### src/rtl/core/qksv_pkg.sv
// Package: types, constants and helpers for the query key value parser.
`timescale 1ns / 1ps

package qksv_pkg;

    localparam int MAX_DIGITS = 4;
    localparam int DigW       = $clog2(MAX_DIGITS + 1);
    localparam int MagW       = 14;
    localparam int AccW       = MagW + 4;
    localparam int ValW       = MagW + 1;
    localparam int KeyLen     = 11;
    localparam int KeyPosW    = 4;

    localparam logic [MagW-1:0] MagSat = {MagW{1'b1}};

    localparam logic [7:0] ChAmp   = 8'h26;
    localparam logic [7:0] ChMinus = 8'h2d;
    localparam logic [7:0] ChZero  = 8'h30;
    localparam logic [7:0] ChNine  = 8'h39;

    typedef enum logic [2:0] {
        PH_MATCH      = 3'd0,
        PH_SKIP       = 3'd1,
        PH_AFTER_KEY  = 3'd2,
        PH_AFTER_SIGN = 3'd3,
        PH_DIGITS     = 3'd4,
        PH_DECIDED    = 3'd5
    } t_phase;

    // Characters of the key, by position.
    function automatic logic [7:0] key_char(input logic [KeyPosW-1:0] pos);
        logic [7:0] c;
        unique case (pos)
            4'd0:    c = 8'h66; // f
            4'd1:    c = 8'h61; // a
            4'd2:    c = 8'h75; // u
            4'd3:    c = 8'h6c; // l
            4'd4:    c = 8'h74; // t
            4'd5:    c = 8'h5f; // _
            4'd6:    c = 8'h73; // s
            4'd7:    c = 8'h6c; // l
            4'd8:    c = 8'h61; // a
            4'd9:    c = 8'h62; // b
            4'd10:   c = 8'h3d; // =
            default: c = 8'h00;
        endcase
        return c;
    endfunction

endpackage

### src/rtl/core/query_key_signed_value_parser_top.sv
// Top level: byte-serial parser for a signed keyed value in a query string.
//
//   channel   dir  handshake                  payload
//   s_axis    in   i_s_axis_tvalid/o_tready   tdata[7:0] query_byte, tlast final_byte
//   m_axis    out  o_m_axis_tvalid/i_tready   tdata[0] declined, [15:1] fault_value
//   cfg       in   i_cfg_we                   i_cfg_wdata hook_ready
//
// One byte per cycle while o_s_axis_tready is high; the parse state advances at the
// request edge, and a final byte's result is registered in the same edge.
// A two-entry output (result register plus skid register) lets input run on while
// a result waits; o_s_axis_tready drops only when both entries are full.
// Synchronous active-low reset clears parse state, hook_ready and both entries.
`timescale 1ns / 1ps

module query_key_signed_value_parser_top
    import qksv_pkg::*;
(
    input  logic        i_clk,
    input  logic        i_rst_n,
    input  logic        i_s_axis_tvalid,
    output logic        o_s_axis_tready,
    input  logic [7:0]  i_s_axis_tdata,   // [7:0] query_byte
    input  logic        i_s_axis_tlast,   // final_byte
    output logic        o_m_axis_tvalid,
    input  logic        i_m_axis_tready,
    output logic [15:0] o_m_axis_tdata,   // [0] declined, [15:1] fault_value
    input  logic        i_cfg_we,
    input  logic        i_cfg_wdata       // hook_ready
);

    t_phase              r_phase,     n_phase;
    logic [KeyPosW-1:0]  r_key_pos,   n_key_pos;
    logic                r_sign,      n_sign;
    logic [DigW-1:0]     r_dig_cnt,   n_dig_cnt;
    logic [MagW-1:0]     r_mag,       n_mag;
    logic                r_decline,   n_decline;
    logic                r_hook_ready;

    logic                r_out_valid;
    logic [15:0]         r_out_data;
    logic                r_skid_valid;
    logic [15:0]         r_skid_data;

    logic                s_req;
    logic                m_req;
    logic [7:0]          in_byte;
    logic                is_digit;
    logic [AccW-1:0]     acc;
    logic [MagW-1:0]     mag_next;
    logic                take_digit;
    logic                res_ok;
    logic [ValW-1:0]     res_mag;
    logic [ValW-1:0]     res_val;
    logic [15:0]         res_data;

    assign o_s_axis_tready = ~r_skid_valid;
    assign s_req           = i_s_axis_tvalid & o_s_axis_tready;
    assign m_req           = r_out_valid & i_m_axis_tready;
    assign o_m_axis_tvalid = r_out_valid;
    assign o_m_axis_tdata  = r_out_data;

    assign in_byte  = i_s_axis_tdata;
    assign is_digit = (in_byte >= ChZero) && (in_byte <= ChNine);

    // Saturating accumulate; magnitude never decreases, so saturating early matches
    // saturating at the output.
    assign acc      = {{(AccW-MagW){1'b0}}, r_mag} * AccW'(10)
                      + {{(AccW-4){1'b0}}, in_byte[3:0]};
    assign mag_next = (acc > {{(AccW-MagW){1'b0}}, MagSat}) ? MagSat : acc[MagW-1:0];

    always_comb begin
        n_phase    = r_phase;
        n_key_pos  = r_key_pos;
        n_sign     = r_sign;
        n_dig_cnt  = r_dig_cnt;
        n_mag      = r_mag;
        n_decline  = r_decline;
        take_digit = 1'b0;

        unique case (r_phase)
            PH_MATCH: begin
                if (in_byte == key_char(r_key_pos)) begin
                    n_key_pos = r_key_pos + KeyPosW'(1);
                    if (r_key_pos == KeyPosW'(KeyLen - 1)) begin
                        n_phase = PH_AFTER_KEY;
                    end
                end else begin
                    n_key_pos = '0;
                    n_phase   = (in_byte == ChAmp) ? PH_MATCH : PH_SKIP;
                end
            end
            PH_SKIP: begin
                if (in_byte == ChAmp) begin
                    n_phase   = PH_MATCH;
                    n_key_pos = '0;
                end
            end
            PH_AFTER_KEY: begin
                priority if (in_byte == ChMinus) begin
                    n_sign  = 1'b1;
                    n_phase = PH_AFTER_SIGN;
                end else if (is_digit) begin
                    take_digit = 1'b1;
                    n_phase    = PH_DIGITS;
                end else begin
                    n_phase   = PH_DECIDED;
                    n_decline = 1'b1;
                end
            end
            PH_AFTER_SIGN: begin
                if (is_digit) begin
                    take_digit = 1'b1;
                    n_phase    = PH_DIGITS;
                end else begin
                    n_phase   = PH_DECIDED;
                    n_decline = 1'b1;
                end
            end
            PH_DIGITS: begin
                priority if (is_digit) begin
                    if (r_dig_cnt >= DigW'(MAX_DIGITS)) begin
                        n_phase   = PH_DECIDED;
                        n_decline = 1'b1;
                    end else begin
                        take_digit = 1'b1;
                    end
                end else if (in_byte == ChAmp) begin
                    n_phase   = PH_DECIDED;
                    n_decline = 1'b0;
                end else begin
                    n_phase   = PH_DECIDED;
                    n_decline = 1'b1;
                end
            end
            default: begin
                // decided: rest of the query is ignored
            end
        endcase

        if (take_digit) begin
            n_dig_cnt = r_dig_cnt + DigW'(1);
            n_mag     = mag_next;
        end

        res_ok  = r_hook_ready &&
                  ((n_phase == PH_DIGITS) || ((n_phase == PH_DECIDED) && !n_decline));
        res_mag = {1'b0, n_mag};
        res_val = n_sign ? (ValW'(0) - res_mag) : res_mag;
        res_data = res_ok ? {res_val, 1'b0} : 16'h0001;

        // final byte returns the parser to its start state
        if (i_s_axis_tlast) begin
            n_phase   = PH_MATCH;
            n_key_pos = '0;
            n_sign    = 1'b0;
            n_dig_cnt = '0;
            n_mag     = '0;
            n_decline = 1'b0;
        end
    end

    always_ff @(posedge i_clk) begin
        if (!i_rst_n) begin
            r_phase      <= PH_MATCH;
            r_key_pos    <= '0;
            r_sign       <= 1'b0;
            r_dig_cnt    <= '0;
            r_mag        <= '0;
            r_decline    <= 1'b0;
            r_hook_ready <= 1'b0;
        end else begin
            if (i_cfg_we) begin
                r_hook_ready <= i_cfg_wdata;
            end
            if (s_req) begin
                r_phase   <= n_phase;
                r_key_pos <= n_key_pos;
                r_sign    <= n_sign;
                r_dig_cnt <= n_dig_cnt;
                r_mag     <= n_mag;
                r_decline <= n_decline;
            end
        end
    end

    // Result register with skid entry.
    always_ff @(posedge i_clk) begin
        if (!i_rst_n) begin
            r_out_valid  <= 1'b0;
            r_skid_valid <= 1'b0;
        end else begin
            if (s_req && i_s_axis_tlast) begin
                if (!r_out_valid || m_req) begin
                    r_out_valid <= 1'b1;
                    r_out_data  <= res_data;
                end else begin
                    r_skid_valid <= 1'b1;
                    r_skid_data  <= res_data;
                end
            end else if (m_req) begin
                r_out_valid  <= r_skid_valid;
                r_out_data   <= r_skid_data;
                r_skid_valid <= 1'b0;
            end
        end
    end

endmodule

### config.mk
export PLATFORM = sky130hd
export DESIGN_NAME = query_key_signed_value_parser_top
export DESIGN_NICKNAME = d
export VERILOG_FILES = /design/src/rtl/core/qksv_pkg.sv /design/src/rtl/core/query_key_signed_value_parser_top.sv
export SDC_FILE = /design/constraint.sdc
export NUM_CORES = 1
export LEC_CHECK = 0
export ABC_AREA = 0
export BUFFER_PORTS_ARGS = -buffer_cell sky130_fd_sc_hd__buf_2
export CORE_ASPECT_RATIO = 0.7
export CORE_MARGIN = 5
export CORE_UTILIZATION = 55
export CTS_BUF_LIST = sky130_fd_sc_hd__clkbuf_4 sky130_fd_sc_hd__clkbuf_8
export CTS_CLUSTER_DIAMETER = 60
export DETAILED_ROUTE_END_ITERATION = 10
export PLACE_DENSITY = 0.74
export SYNTH_ARGS = -nofsm -noshare
export SYNTH_HDL_FRONTEND = slang
export SYNTH_SLANG_ARGS = --single-unit
### constraint.sdc
create_clock -name i_clk -period 10.4 [get_ports i_clk]
set_clock_uncertainty 0.2 [all_clocks]
set_input_delay 2.08 -clock i_clk [delete_from_list [all_inputs] [get_ports i_clk]]
set_output_delay 2.08 -clock i_clk [all_outputs]
set_load 0.03 [all_outputs]
---- Word level (Yosys, flattened, before mapping) ----
Memories as Yosys holds them, arrays and structs flattened. A register that Yosys moved wholly into a read port is not among the register bits.
Index checks and enable logic that the tools add are counted.
storage, ports and cells
  register bits ........................... 61
  latch bits .............................. 0
  memory bits (writable) .................. 0
  memory bits (read-only) ................. 112
  input bits .............................. 15
  output and inout port bits .............. 18
  logic and storage cells ................. 104
  memories kept ........................... 1
operators by class
  add/subtract/negate cells ............... 4
  multiply operators ...................... 1
  div/mod/pow operators ................... 0
  order comparisons ....................... 4
  equality and inequality tests ........... 13
  shift operators ......................... 0
  mux-type cells .......................... 48
  bitwise operators ....................... 4
  reductions and logical operators ........ 18
memory list
  name              depth  bits a word  rd ports  clocked after Yosys merged registers in  write ports  RTL line        source
  (name not given)  16     7            1         1                                        0            qksv_pkg.sv:33  unique case (pos)
operator list
  kind                                                             count
  two-way mux 16 bit                                               4
  two-way mux 14 bit                                               3
  two-way mux 3 bit                                                9
  two-way mux 1 bit                                                21
  two-way mux 4 bit                                                5
  adder 18 x 4 -> 18 bit                                           1
  greater-than comparator 18 x 14 -> 1 bit, second input constant  1
  multiplier 14 x 3 -> 17 bit, second input constant               1
  == test 8 x 6 -> 1 bit, second input constant                    2
  two-way mux 15 bit                                               1
  one-hot mux 3 bit (5 select lines)                               1
  subtractor 1 x 14 -> 15 bit, first input constant                1
  == test 3 bit, second input constant                             3
  AND reduction 3 bit                                              3
  == test 8 bit                                                    1
  >= comparator 8 x 6 -> 1 bit, second input constant              1
  less-or-equal comparator 8 x 6 -> 1 bit, second input constant   1
  two-way mux 8 bit                                                1
  one-hot mux 4 bit (2 select lines)                               1
  == test 3 x 2 -> 1 bit, second input constant                    2
  one-hot mux 1 bit (3 select lines)                               2
  AND reduction 2 bit                                              3
  adder 4 x 1 -> 4 bit, second input constant                      1
  == test 4 bit, second input constant                             1
  14 further kinds                                                 22

---- Depth between registers and ports, before layout ----
Gate-level depths: netlist of the first run.
  word-level depth ........................ 12
  depth in mapped cells ................... 19
  gate-level depth less buffers ........... 19

---- Worst setup path before layout of the first run ----
OpenSTA, ideal clock, no wires.
  kind .................................... input-to-reg
  start ................................... input i_s_axis_tdata[2]
  end ..................................... register r_out_data[9] (netlist: o_m_axis_tdata[9]) (data pin)
  library setup time ...................... 0.265 ns
  data arrival time ....................... 4.967 ns
  required time ........................... 9.935 ns
  slack ................................... 4.967 ns
  cell stages on the path ................. 17
  buffers on the path ..................... 0
  cells stage by stage .................... ha_1 -> a211o_1 -> o211ai_1 -> nor4_4 -> nand4_1 -> nor4_1 -> nor2_1 -> o21ai_0 -> o22a_1 -> inv_1 -> ha_1 -> and2_1 -> a31oi_1 -> a211oi_2 -> a21oi_1 -> xor2_1 -> o21ai_1
between the ends
  cells in the longest elaborated chain, start to end .. 12
  elaborated cells between the ends (all ways) .. 39
  those cells by class .................... add/sub: 2; order compare: 3; eq/ne: 5; mux: 24; reduce/logical: 5
ends and longest elaborated chain
  element                                                         RTL line                                  source
  start, declared                                                 query_key_signed_value_parser_top.sv:22   input logic [7:0] i_s_axis_tdata,
  branches (longest 9 deep; another with adder 18 x 4 -> 18 bit)  -
  two-way mux 16 bit (*)                                          query_key_signed_value_parser_top.sv:149  res_data = res_ok ? {res_val, 1'b0} : 16'h0001;
  two-way mux 16 bit (*)                                          query_key_signed_value_parser_top.sv:193  if (!r_out_valid || m_req) begin
  two-way mux 16 bit (*)                                          query_key_signed_value_parser_top.sv:192  if (s_req && i_s_axis_tlast) begin
  end signal, assigned                                            query_key_signed_value_parser_top.sv:195  r_out_data <= res_data;
  end signal, assigned                                            query_key_signed_value_parser_top.sv:202  r_out_data <= r_skid_data;
  end, declared                                                   query_key_signed_value_parser_top.sv:40   logic [15:0] r_out_data;
Every way passes the cells marked *. The select of a mux whose other input is x is not followed.
A chain may end at the register's enable or synchronous reset.

---- Worst setup path in the final report of the first run ----
  start ................................... input i_s_axis_tdata[2]
  end ..................................... register r_skid_data[9] (data pin)
between the ends
  cells in the longest elaborated chain, start to end .. 10
  elaborated cells between the ends (all ways) .. 37
  those cells by class .................... add/sub: 2; order compare: 3; eq/ne: 5; mux: 22; reduce/logical: 5
ends and longest elaborated chain
  element                                                         RTL line                                  source
  branches (longest 9 deep; another with adder 18 x 4 -> 18 bit)  -
  two-way mux 16 bit (*)                                          query_key_signed_value_parser_top.sv:149
  net res_data[9]                                                 query_key_signed_value_parser_top.sv:54   logic [15:0] res_data;
  end signal, assigned                                            query_key_signed_value_parser_top.sv:198  r_skid_data <= res_data;
  end, declared                                                   query_key_signed_value_parser_top.sv:42   logic [15:0] r_skid_data;
Mark *: on every way through the listed nets, which the timed path passes.

==> results of run 1 <==
==> critical path: cells and delay by family <==
family	cells	cell delay [ns]
simple gates	6	1.20
compound gates	7	1.47
xor+xnor	1	0.21
fa+ha+maj	2	0.51
buf+inv	2	0.20
==> metrics by stage <==
stage | total power [mW] | instance area [µm²]
3_5_place_dp | 0.322 | 5120
2_1_floorplan | 0.311 | 4870
6_report | 0.546 | 5330
5_1_grt | 0.568 | 5330
3_3_place_gp | 0.322 | 5120
4_1_cts | 0.550 | 5330
==> worst min path at each step <==
stage,endpoint,slack (ns),cells after the start
2_1_floorplan,r_sign,0.24,2
3_3_place_gp,r_sign,0.25,2
3_5_place_dp,r_sign,0.27,2
4_1_cts,r_sign,0.29,2
5_1_grt,o_m_axis_tdata[15],0.34,2
6_report,r_sign,0.29,2
==> power by group through the flow <==
stage          logic [mW]  registers, mW  clock network (mW)
6_report           0.0328          0.284               0.230
5_1_grt            0.0358          0.284               0.248
4_1_cts            0.0326          0.284               0.233
3_5_place_dp       0.0326          0.290                   0
3_3_place_gp       0.0322          0.290                   0
2_1_floorplan      0.0179          0.293                   0
==> logic make-up after synthesis <==
| logic type | after synthesis | synth area share [%] |
|---|---|---|
| AOI/OAI and AO/OA | 167 | 24.2 |
| adders and majority gates | 39 | 10.3 |
| DFF | 68 | 34.5 |
| xor gates and xnor gates | 36 | 6.47 |
| muxes | 7 | 1.59 |
| and+or+nand+nor | 188 | 20.2 |
| buffers and inverters | 33 | 2.62 |
==> area by class of cell <==
cell class / count / area share, %
flip-flops and latches: 68 / 31.6
clock inverters: 7 / 1.53
multi-input cells: 437 / 57.6
clock buffers: 9 / 2.33
inverters: 11 / 0.775
repair buffers: 35 / 3.43
well taps: 120 / 2.82
==> routing by layer <==
| layer | share of wire, % | global-route usage (%) | routed length [µm] |
|---|---|---|---|
| met5 | 0 | 0 | 0 |
| met4 | 0.98 | 3.56 | 114 |
| met1 | 50 | 32.3 | 5840 |
| met2 | 42 | 31.4 | 4840 |
| met3 | 6.9 | 6.39 | 804 |
==> synthesized netlist by cell type (all sizes together) (8+ instances only) <==
| cell type | n |
|---|---|
| nor4 | 8 |
| o31ai | 9 |
| xnor2 | 11 |
| dfxtp | 36 |
| o21a | 8 |
| ha | 37 |
| nor2b | 22 |
| nor3 | 8 |
| inv | 11 |
| edfxtp | 32 |
| nand3 | 11 |
| nand2 | 46 |
| a31oi | 8 |
| xor2 | 25 |
| o21ai | 34 |
| o211ai | 11 |
| nor2 | 48 |
| a22oi | 13 |
| clkbuf | 20 |
| a21oi | 30 |
| and2 | 10 |
| a211oi | 12 |
==> results_dict.tcl, run 1 <==
set metrics [dict create \
    max-vdd-ir-drop_mv 0.0765 \
    core_um2 8550 \
    cts.clk_slew.worst_paths_ns 0.08 \
    p_per_area_nw_per_um2 103 \
    syn_to_final_growth_pct 9.38 \
    cts_buffers 9 \
    drive_above_1_share_pct 13.6 \
    cts_max_level 3 \
    syn_area_um2 4870 \
    mostFrequentLayoutCells "nor2_1 (48), nand2_1 (45), ha_1 (37), dfxtp_1 (36)" \
    syn_area_per_cell_um2 9.05 \
    placed_cells 671 \
    drt-initial-drc-count 436 \
    drc_errors 0 \
    leakagePower_nw 2.01 \
    grt_pass1_wl_um 18400 \
    p_int_mw 0.406 \
    clk_path_buf_depth 2 \
    multi_input_area_um2 3070 \
    track_usage_pct 21.6 \
    synth_top_cell_area_share_pct 19.7 \
    critPathMaxFanout 5 \
    power.share.clock_pct 42.1 \
    fmax_mhz 173 \
    final-setup-viol-count 0 \
    nNetsFinal 616 \
    cts_tree "done" \
    hpwl_um 8660 \
    viasPerCell 6.03 \
    num_rows 28 \
    ios 33 \
    clock-sinks 68 \
    cp-startpoint "i_s_axis_tdata[2]" \
    post_cts_resized 0 \
    die_x_um 122 \
    yosys.area.top_type "edfxtp_1" \
    worst_slew_pin_slew_ns 0.971 \
    path_cells "buf_2 -> ha_1 -> a211o_1 -> o211ai_1 -> nor4_4 -> nand4_1 -> nor4_1 -> nor2_1 -> o21ai_0 -> o22a_1 -> inv_1 -> ha_1 -> and2_1 -> a31oi_1 -> a211oi_2 -> a21oi_1 -> xor2_1 -> nor2_1" \
    overflow 0 \
    fin_cells 687 \
    setup_ws_ns 4.62 \
    ant_nets 0 \
    antenna_cells 0 \
    synthCells 538 \
    rsz0062_at_grt "no" \
    cp_slowest_cell "o21ai_0" \
    drv_cap 0 \
    endpoint_kind "flop" \
    drv_slew 0 \
    layout_commonest_cell "nor2_1" \
    fin_hold_ws_ns 0.291 \
    insertion_delay_ns 0.36 \
    die_h_um 88.7 \
    synth_edf_count 32 \
    synth_area_leaders "edfxtp_1 (20%), dfxtp_1 (15%), ha_1 (9.5%)" \
    gp_congestion 0.920 \
    routed_wl_um 11600 \
    hold_class "reg -> reg" \
    hp-start "r_sign" \
    postCtsSetupBuffers 0 \
    die_area_um2 10900 \
    synthArstFlopShare_pct 0 \
    synthFlopType "dfxtp_1" \
    r2r_start "r_mag[1]" \
    start_kind "primary input" \
    slowest_delay_ns 0.39 \
    relSlewSlack_pct 35.0 \
    postCtsHoldBufs 0 \
    path_class "in -> reg" \
    num_vias 4145 \
    combPwrFrac_pct 6.0 \
    timing.rr.end "r_skid_data[9]" \
    status "finished, final reports clean" \
    seqCellArea_um2 1680 \
    io_buffers 32 \
    crit_end "r_skid_data[9]" \
    swShare_pct 25.7 \
    finalCritPeriodShare_pct 55.6 \
    cts-root-buf "clkbuf_8" \
    grt_start_max_net_pins 30 \
    synth.distinct_cells 63 \
    wl_per_cell_um 16.9 \
    critPathArrivalTime_ns 5.66 \
    yosysWarningCount 0 \
    drt-pass1-iter-count 7 \
    switchingPower_mw 0.141 \
    fillers 768 \
    hold_violations 0 \
    power_frac_seq_pct 51.9 \
    synth_nets 592 \
    r2r_slack_ns 5.05 \
    ys_ff_latch 68 \
    dp_slack_ns 4.44 \
    r2r_cells 19 \
    start_util_pct 57.0 \
    seq_area_frac_synth_pct 34.5 \
    antenna_found_initial 0 \
    fin_setup_tns_ns 0 \
    fin_crit_ns 5.78 \
    cp.required_ns 10.28 \
    utilization_pct 62.3 \
    grt_pass1_vias 3734 \
]
(Power assumes the default switching activity.)
==> run 2: changes to the inputs <==
--- a/config.mk
+++ b/config.mk
@@ -5,7 +5,7 @@
 export SDC_FILE = /design/constraint.sdc
 export NUM_CORES = 1
 export LEC_CHECK = 0
-export ABC_AREA = 0
+export ABC_AREA = 1
 export BUFFER_PORTS_ARGS = -buffer_cell sky130_fd_sc_hd__buf_2
 export CORE_ASPECT_RATIO = 0.7
 export CORE_MARGIN = 5
@@ -13,7 +13,7 @@
 export CTS_BUF_LIST = sky130_fd_sc_hd__clkbuf_4 sky130_fd_sc_hd__clkbuf_8
 export CTS_CLUSTER_DIAMETER = 60
 export DETAILED_ROUTE_END_ITERATION = 10
-export PLACE_DENSITY = 0.74
+export PLACE_DENSITY = 0.76
 export SYNTH_ARGS = -nofsm -noshare
 export SYNTH_HDL_FRONTEND = slang
 export SYNTH_SLANG_ARGS = --single-unit
==> constraint.sdc (replaced) <==
create_clock -name i_clk -period 4.66 [get_ports i_clk]
set_clock_uncertainty 0.2 [all_clocks]
set_input_delay 0.932 -clock i_clk [delete_from_list [all_inputs] [get_ports i_clk]]
set_output_delay 0.932 -clock i_clk [all_outputs]
set_load 0.03 [all_outputs]
==> run 2 against run 1 <==
Wire length up 14%. Global-route usage is 0.99 points higher. Via count rose by 23%. Largest power group unchanged.
==> results_dict.tcl, run 2 <==
set metrics [dict create \
    status "finished, final reports clean" \
    cts_buffers 9 \
    drv_slew 0 \
    drt-initial-drc-count 442 \
    cts_max_level 3 \
    fin_setup_tns_ns 0 \
    antenna_found_initial 0 \
    seq_area_frac_synth_pct 31.2 \
    syn_area_per_cell_um2 7.07 \
    drv_cap 0 \
    crit_top_cell "nand2_1" \
    relSlewSlack_pct 45.8 \
    layout_commonest_cell "nand2_1" \
    fin_area_um2 5930 \
    dp_slack_ns 0.192 \
    critPathArrivalTime_ns 4.25 \
    io_buffers 32 \
    routed_wl_um 13200 \
    die_area_um2 11900 \
    wl_per_cell_um 14.1 \
    overflow 0 \
    routed.top_layer "met4" \
    cts-root-buf "clkbuf_8" \
    start_kind "flop" \
    cp_top_family "simple AND/OR/NAND/NOR gates" \
    clock-sinks 68 \
    cp.required_ns 4.57 \
    gp_congestion 0.927 \
    postCtsHoldBufs 0 \
    antenna_cells 0 \
    synth_area_leaders "edfxtp_1 (18%), nand2_1 (16%), dfxtp_1 (13%)" \
    clk_path_buf_depth 2 \
    critPathMaxFanout 5 \
    synthArstFlopShare_pct 0 \
    num_vias 5101 \
    drc_errors 0 \
    drt-pass1-iter-count 6 \
    syn_area_um2 5400 \
    core_um2 9650 \
    synthCells 763 \
    grt_pass1_vias 4696 \
    ys_ff_latch 68 \
    mostFrequentLayoutCells "nand2_1 (223), inv_1 (94), nand3_1 (66), nor2_1 (58), ha_1 (37)" \
    path_buf_inv 0 \
    cp_slowest_cell "fa_1" \
    slowest_delay_ns 0.55 \
    fillers 868 \
    grt_pass1_wl_um 21900 \
    final-setup-viol-count 0 \
    drt-met1-wl_um 6240 \
    met2RoutedLength_um 5990 \
    met3_length_um 786 \
    endpoint_kind "flop" \
    leakagePower_nw 2.98 \
    synth.most_common_cell "nand2_1" \
    fin_hold_ws_ns 0.264 \
    hold_violations 0 \
    finalCritPeriodShare_pct 93.3 \
    die_h_um 92.9 \
    ios 33 \
    setup_ws_ns 0.314 \
    num_rows 30 \
    synthFlopType "dfxtp_1" \
    synth_edf_count 32 \
    grt_start_max_net_pins 27 \
    start_util_pct 55.9 \
    ant_nets 0 \
    yosysWarningCount 0 \
    nNetsFinal 857 \
    max-vdd-ir-drop_mv 0.160 \
    cts.clk_slew.worst_paths_ns 0.08 \
    hold_class "reg -> reg" \
    fin_cells 936 \
    p_per_area_nw_per_um2 205 \
    placed_area_um2 5690 \
    fin_crit_ns 4.35 \
    synth_top_cell_area_share_pct 17.8 \
    drive_above_1_share_pct 17.2 \
    synth.distinct_cells 45 \
    synth_nets 817 \
    placed_cells 914 \
    synth_commonest_cells "nand2_1 (223), inv_1 (94), nand3_1 (66), nor2_1 (58), ha_1 (37)" \
    fmax_mhz 230 \
    viasPerCell 5.45 \
    hpwl_um 10300 \
    path_class "reg -> reg" \
    yosys.area.top_type "edfxtp_1" \
    syn_to_final_growth_pct 9.92 \
    insertion_delay_ns 0.37 \
    cts_tree "done" \
    die_x_um 128 \
    worst_slew_pin_slew_ns 0.812 \
    track_usage_pct 22.6 \
]
==> run 2: cell types whose count changed after synthesis, moves of 9 or more <==
| cell | delta |
|---|---|
| nand2_2 | +19 |
| clkbuf_1 | -10 |
| nor2b_1 | -22 |
| nand2_1 | +178 |
| and2_1 | -10 |
| nor2_1 | +10 |
| xor2_1 | -14 |
| nand3_1 | +56 |
| a22oi_1 | -13 |
| inv_1 | +83 |
| a21oi_1 | +9 |
| o31ai_1 | -9 |
==> run 2: logic make-up (layout without fill, tap and decap cells) <==
| logic type | count (synthesis) | in the layout | synth area share [%] |
|---|---|---|---|
| adder cells (fa/ha/maj) | 39 | 39 | 9.32 |
| AO/OA/AOI/OAI | 81 | 81 | 8.67 |
| XOR/XNOR | 17 | 17 | 2.90 |
| buffers and inverters | 117 | 162 | 8.58 |
| flip-flops | 68 | 68 | 31.2 |
| AND/OR/NAND/NOR | 441 | 441 | 39.4 |
==> run 2: layer usage <==
layer / up-vias / GRT usage [%]
li1: 2566 / -
met1: 2338 / 31.3
met2: 176 / 35.4
met3: 21 / 5.30
met4: 0 / 5.74
met5: - / 0
==> run 2: worst paths after layout <==
check,startpoint,depth (start not counted),endpoint,slack (ns)
min reg2reg,r_sign,2,r_sign,0.26
min,r_sign,2,r_sign,0.26
max reg2reg,r_mag[1],25,o_m_axis_tdata[7],0.31
max,r_mag[1],25,o_m_axis_tdata[7],0.31
==> run 2: metrics by stage <==
| stage | total power [mW] | utilization [%] |
|---|---|---|
| floorplan | 0.707 | - |
| global placement | 0.736 | 59.0 |
| global route | 1.26 | 61.5 |
| finish | 1.22 | 61.5 |
| detailed placement | 0.739 | 59.0 |
| CTS | 1.22 | 61.0 |
==> run 2: final cells by class <==
cell class,instances,area [µm²],share of cell area (%)
Multi-Input combinational cell,578,3250,54.8
Sequential cell,68,1680,28.4
Inverter,100,375,6.33
Timing Repair Buffer,46,265,4.47
Tap cell,128,160,2.70
Clock buffer,10,131,2.21
Clock inverter,6,65.1,1.10
==> run 2: timing repair <==
| item | 4_1_cts | 5_1_grt |
|---|---|---|
| setup endpoints to repair | 0 | 15 |
| gates resized for setup | 0 | 1 |
| setup buffers | 0 | 6 |
==> run 2: tightest hold or removal path, cell delays in order (launching register included) <==
cell and delay (ns):
dfxtp_1 0.30, inv_1 0.06, a211oi_1 0.06
==> run 2: where the power goes <==
part | switching (mW) | total [mW] | leakage (nW) | internal, mW
clock | 0.238 | 0.491 | 0.0996 | 0.253
sequential | 0.00424 | 0.638 | 0.556 | 0.634
combinational | 0.0628 | 0.0880 | 2.32 | 0.0253
==> run 3: changes to the inputs <==
--- a/config.mk
+++ b/config.mk
@@ -13,7 +13,7 @@
 export CTS_BUF_LIST = sky130_fd_sc_hd__clkbuf_4 sky130_fd_sc_hd__clkbuf_8
 export CTS_CLUSTER_DIAMETER = 60
 export DETAILED_ROUTE_END_ITERATION = 10
-export PLACE_DENSITY = 0.76
+export PLACE_DENSITY = 0.73
 export SYNTH_ARGS = -nofsm -noshare
 export SYNTH_HDL_FRONTEND = slang
 export SYNTH_SLANG_ARGS = --single-unit
==> constraint.sdc (replaced) <==
create_clock -name i_clk -period 4.7 [get_ports i_clk]
set_clock_uncertainty 0.2 [all_clocks]
set_input_delay 0.94 -clock i_clk [delete_from_list [all_inputs] [get_ports i_clk]]
set_output_delay 0.94 -clock i_clk [all_outputs]
set_load 0.03 [all_outputs]
==> run 3 against run 2 <==
Combinational power decreased by 2.7%. Core utilization increased by 0.43 points. Wire length increased by 1.3%. Design area increased by 0.70%. First-iteration DRC count decreased by 8.8%.
==> results_dict.tcl, run 3 (same netlist as run 2, synthesis figures left out) <==
set metrics [dict create \
    max-vdd-ir-drop_mv 0.140 \
    cts_tree "done" \
    finalCritPeriodShare_pct 93.3 \
    cts-root-buf "clkbuf_8" \
    endpoint_kind "flop" \
    viasPerCell 5.46 \
    critPathMaxFanout 10 \
    layout_commonest_cell "nand2_1" \
    track_usage_pct 22.7 \
    cp.required_ns 4.59 \
    core_um2 9650 \
    clock-sinks 68 \
    fillers 882 \
    hpwl_um 10400 \
    worst_slew_pin_slew_ns 0.832 \
    seqCellArea_um2 1680 \
    num_vias 5106 \
    combPwrFrac_pct 6.6 \
    cts_max_level 3 \
    p_per_area_nw_per_um2 218 \
    cts.clk_slew.worst_paths_ns 0.07 \
    start_util_pct 55.9 \
    leakagePower_nw 2.99 \
    drt-pass1-iter-count 5 \
    io_buffers 32 \
    die_area_um2 11900 \
    multi_input_area_um2 3250 \
    final-setup-viol-count 0 \
    grt_pass1_vias 4638 \
    gp_congestion 0.906 \
    drv_slew 0 \
    nNetsFinal 856 \
    antenna_cells 0 \
    status "finished, final reports clean" \
    ant_nets 0 \
    setup_ws_ns 0.315 \
    grt_start_max_net_pins 27 \
    ios 33 \
    drc_errors 0 \
    critPathArrivalTime_ns 4.27 \
    routed_wl_um 13400 \
    drive_above_1_share_pct 17.1 \
    total_power_mw 1.30 \
    power_frac_seq_pct 48.6 \
    utilization_pct 61.9 \
    insertion_delay_ns 0.36 \
    path_class "reg -> reg" \
    relSlewSlack_pct 44.5 \
    dp_slack_ns 0.218 \
    swShare_pct 22.9 \
    fin_crit_ns 4.38 \
    hold_violations 0 \
    clk_path_buf_depth 2 \
    grt_pass1_wl_um 22200 \
    antenna_found_initial 0 \
    mostFrequentLayoutCells "nand2_1 (222), inv_1 (94), nand3_1 (66), nor2_1 (58), ha_1 (37)" \
    die_h_um 92.9 \
    p_int_mw 1.00 \
    power.share.clock_pct 44.8 \
    start_kind "flop" \
    wl_per_cell_um 14.3 \
    fin_hold_ws_ns 0.272 \
    switchingPower_mw 0.299 \
    drv_cap 0 \
    num_rows 30 \
    drt-initial-drc-count 403 \
    syn_to_final_growth_pct 10.7 \
    hold_class "reg -> reg" \
    cts_buffers 9 \
    fmax_mhz 228 \
    overflow 0 \
    die_x_um 128 \
]
run 3: changes by cell type in the layout (fill, tap and decap cells not counted):
cell and delta:
clkinv_4 -1, buf_4 -2, clkinv_1 +1, nand2_1 -1, clkinv_2 -1, nand2_2 +1
bufinv_16 +2, buf_6 +1, clkbuf_4 -1
run 3: path summary, 6_finish.rpt:
kind / start / end / slack, ns / cells after the start
max reg2reg: r_mag[3] / o_m_axis_tdata[7] / 0.32 / 25
min reg2reg: r_sign / r_sign / 0.27 / 2
min: r_sign / r_sign / 0.27 / 2
max: r_mag[3] / o_m_axis_tdata[7] / 0.32 / 25
run 3: final cells by class:
class	count	area share [%]
Clock inverter	7	1.93
Clock buffer	9	2.07
Inverter	100	6.28
Sequential cell	68	28.2
Multi-Input combinational cell	578	54.5
Tap cell	128	2.68
Timing Repair Buffer	45	4.38
run 3: power groups by stage:
stage               clock network (mW)  registers [mW]  logic [mW]
floorplan                            0           0.660      0.0412
global placement                     0           0.646      0.0829
detailed placement                   0           0.646      0.0851
CTS                              0.592           0.633      0.0856
global route                     0.620           0.633      0.0947
finish                           0.584           0.633      0.0856
run 3: metal layers:
metal / up-vias / track usage [%] / share of wire [%]
li1: 2566 / - / -
met1: 2324 / 33.2 / 49
met2: 194 / 34.3 / 43
met3: 22 / 4.55 / 6.8
met4: 0 / 5.74 / 1.5
met5: - / 0 / 0
run 3: through the flow:
| step | setup TNS [ns] | instances | cell area, µm² |
|---|---|---|---|
| floorplan | 0 | 763 | 5400 |
| global placement | 0 | 913 | 5680 |
| detailed placement | 0 | 913 | 5680 |
| CTS | 0 | 929 | 5920 |
| global route | -0.00840 | 935 | 5970 |
| finish | 0 | 935 | 5970 |
run 3: repair_timing:
item,CTS,global route
resized for setup,0,3
endpoints found under the setup margin,0,19
buffers inserted,0,6
hold buffers,0,0
run 3: critical path, stage by stage, from the launching register on:
cell and delay (ns):
dfxtp_1 0.40, ha_1 0.26, ha_1 0.25, fa_1 0.56, nand2_1 0.08, nor2_1 0.10
nand2_1 0.07, nand2_1 0.06, nand2_1 0.07, nor2_2 0.15, nand3_1 0.14, nor2_2 0.14
nand3_1 0.09, nand2_1 0.07, nand2_1 0.08, nor2_4 0.19, buf_6 0.19, nand2_1 0.11
o21bai_4 0.19, inv_1 0.13, nor2_4 0.16, nand3_1 0.11, nand2_1 0.08, nand2_1 0.08
nand3_1 0.10, o21ai_1 0.07
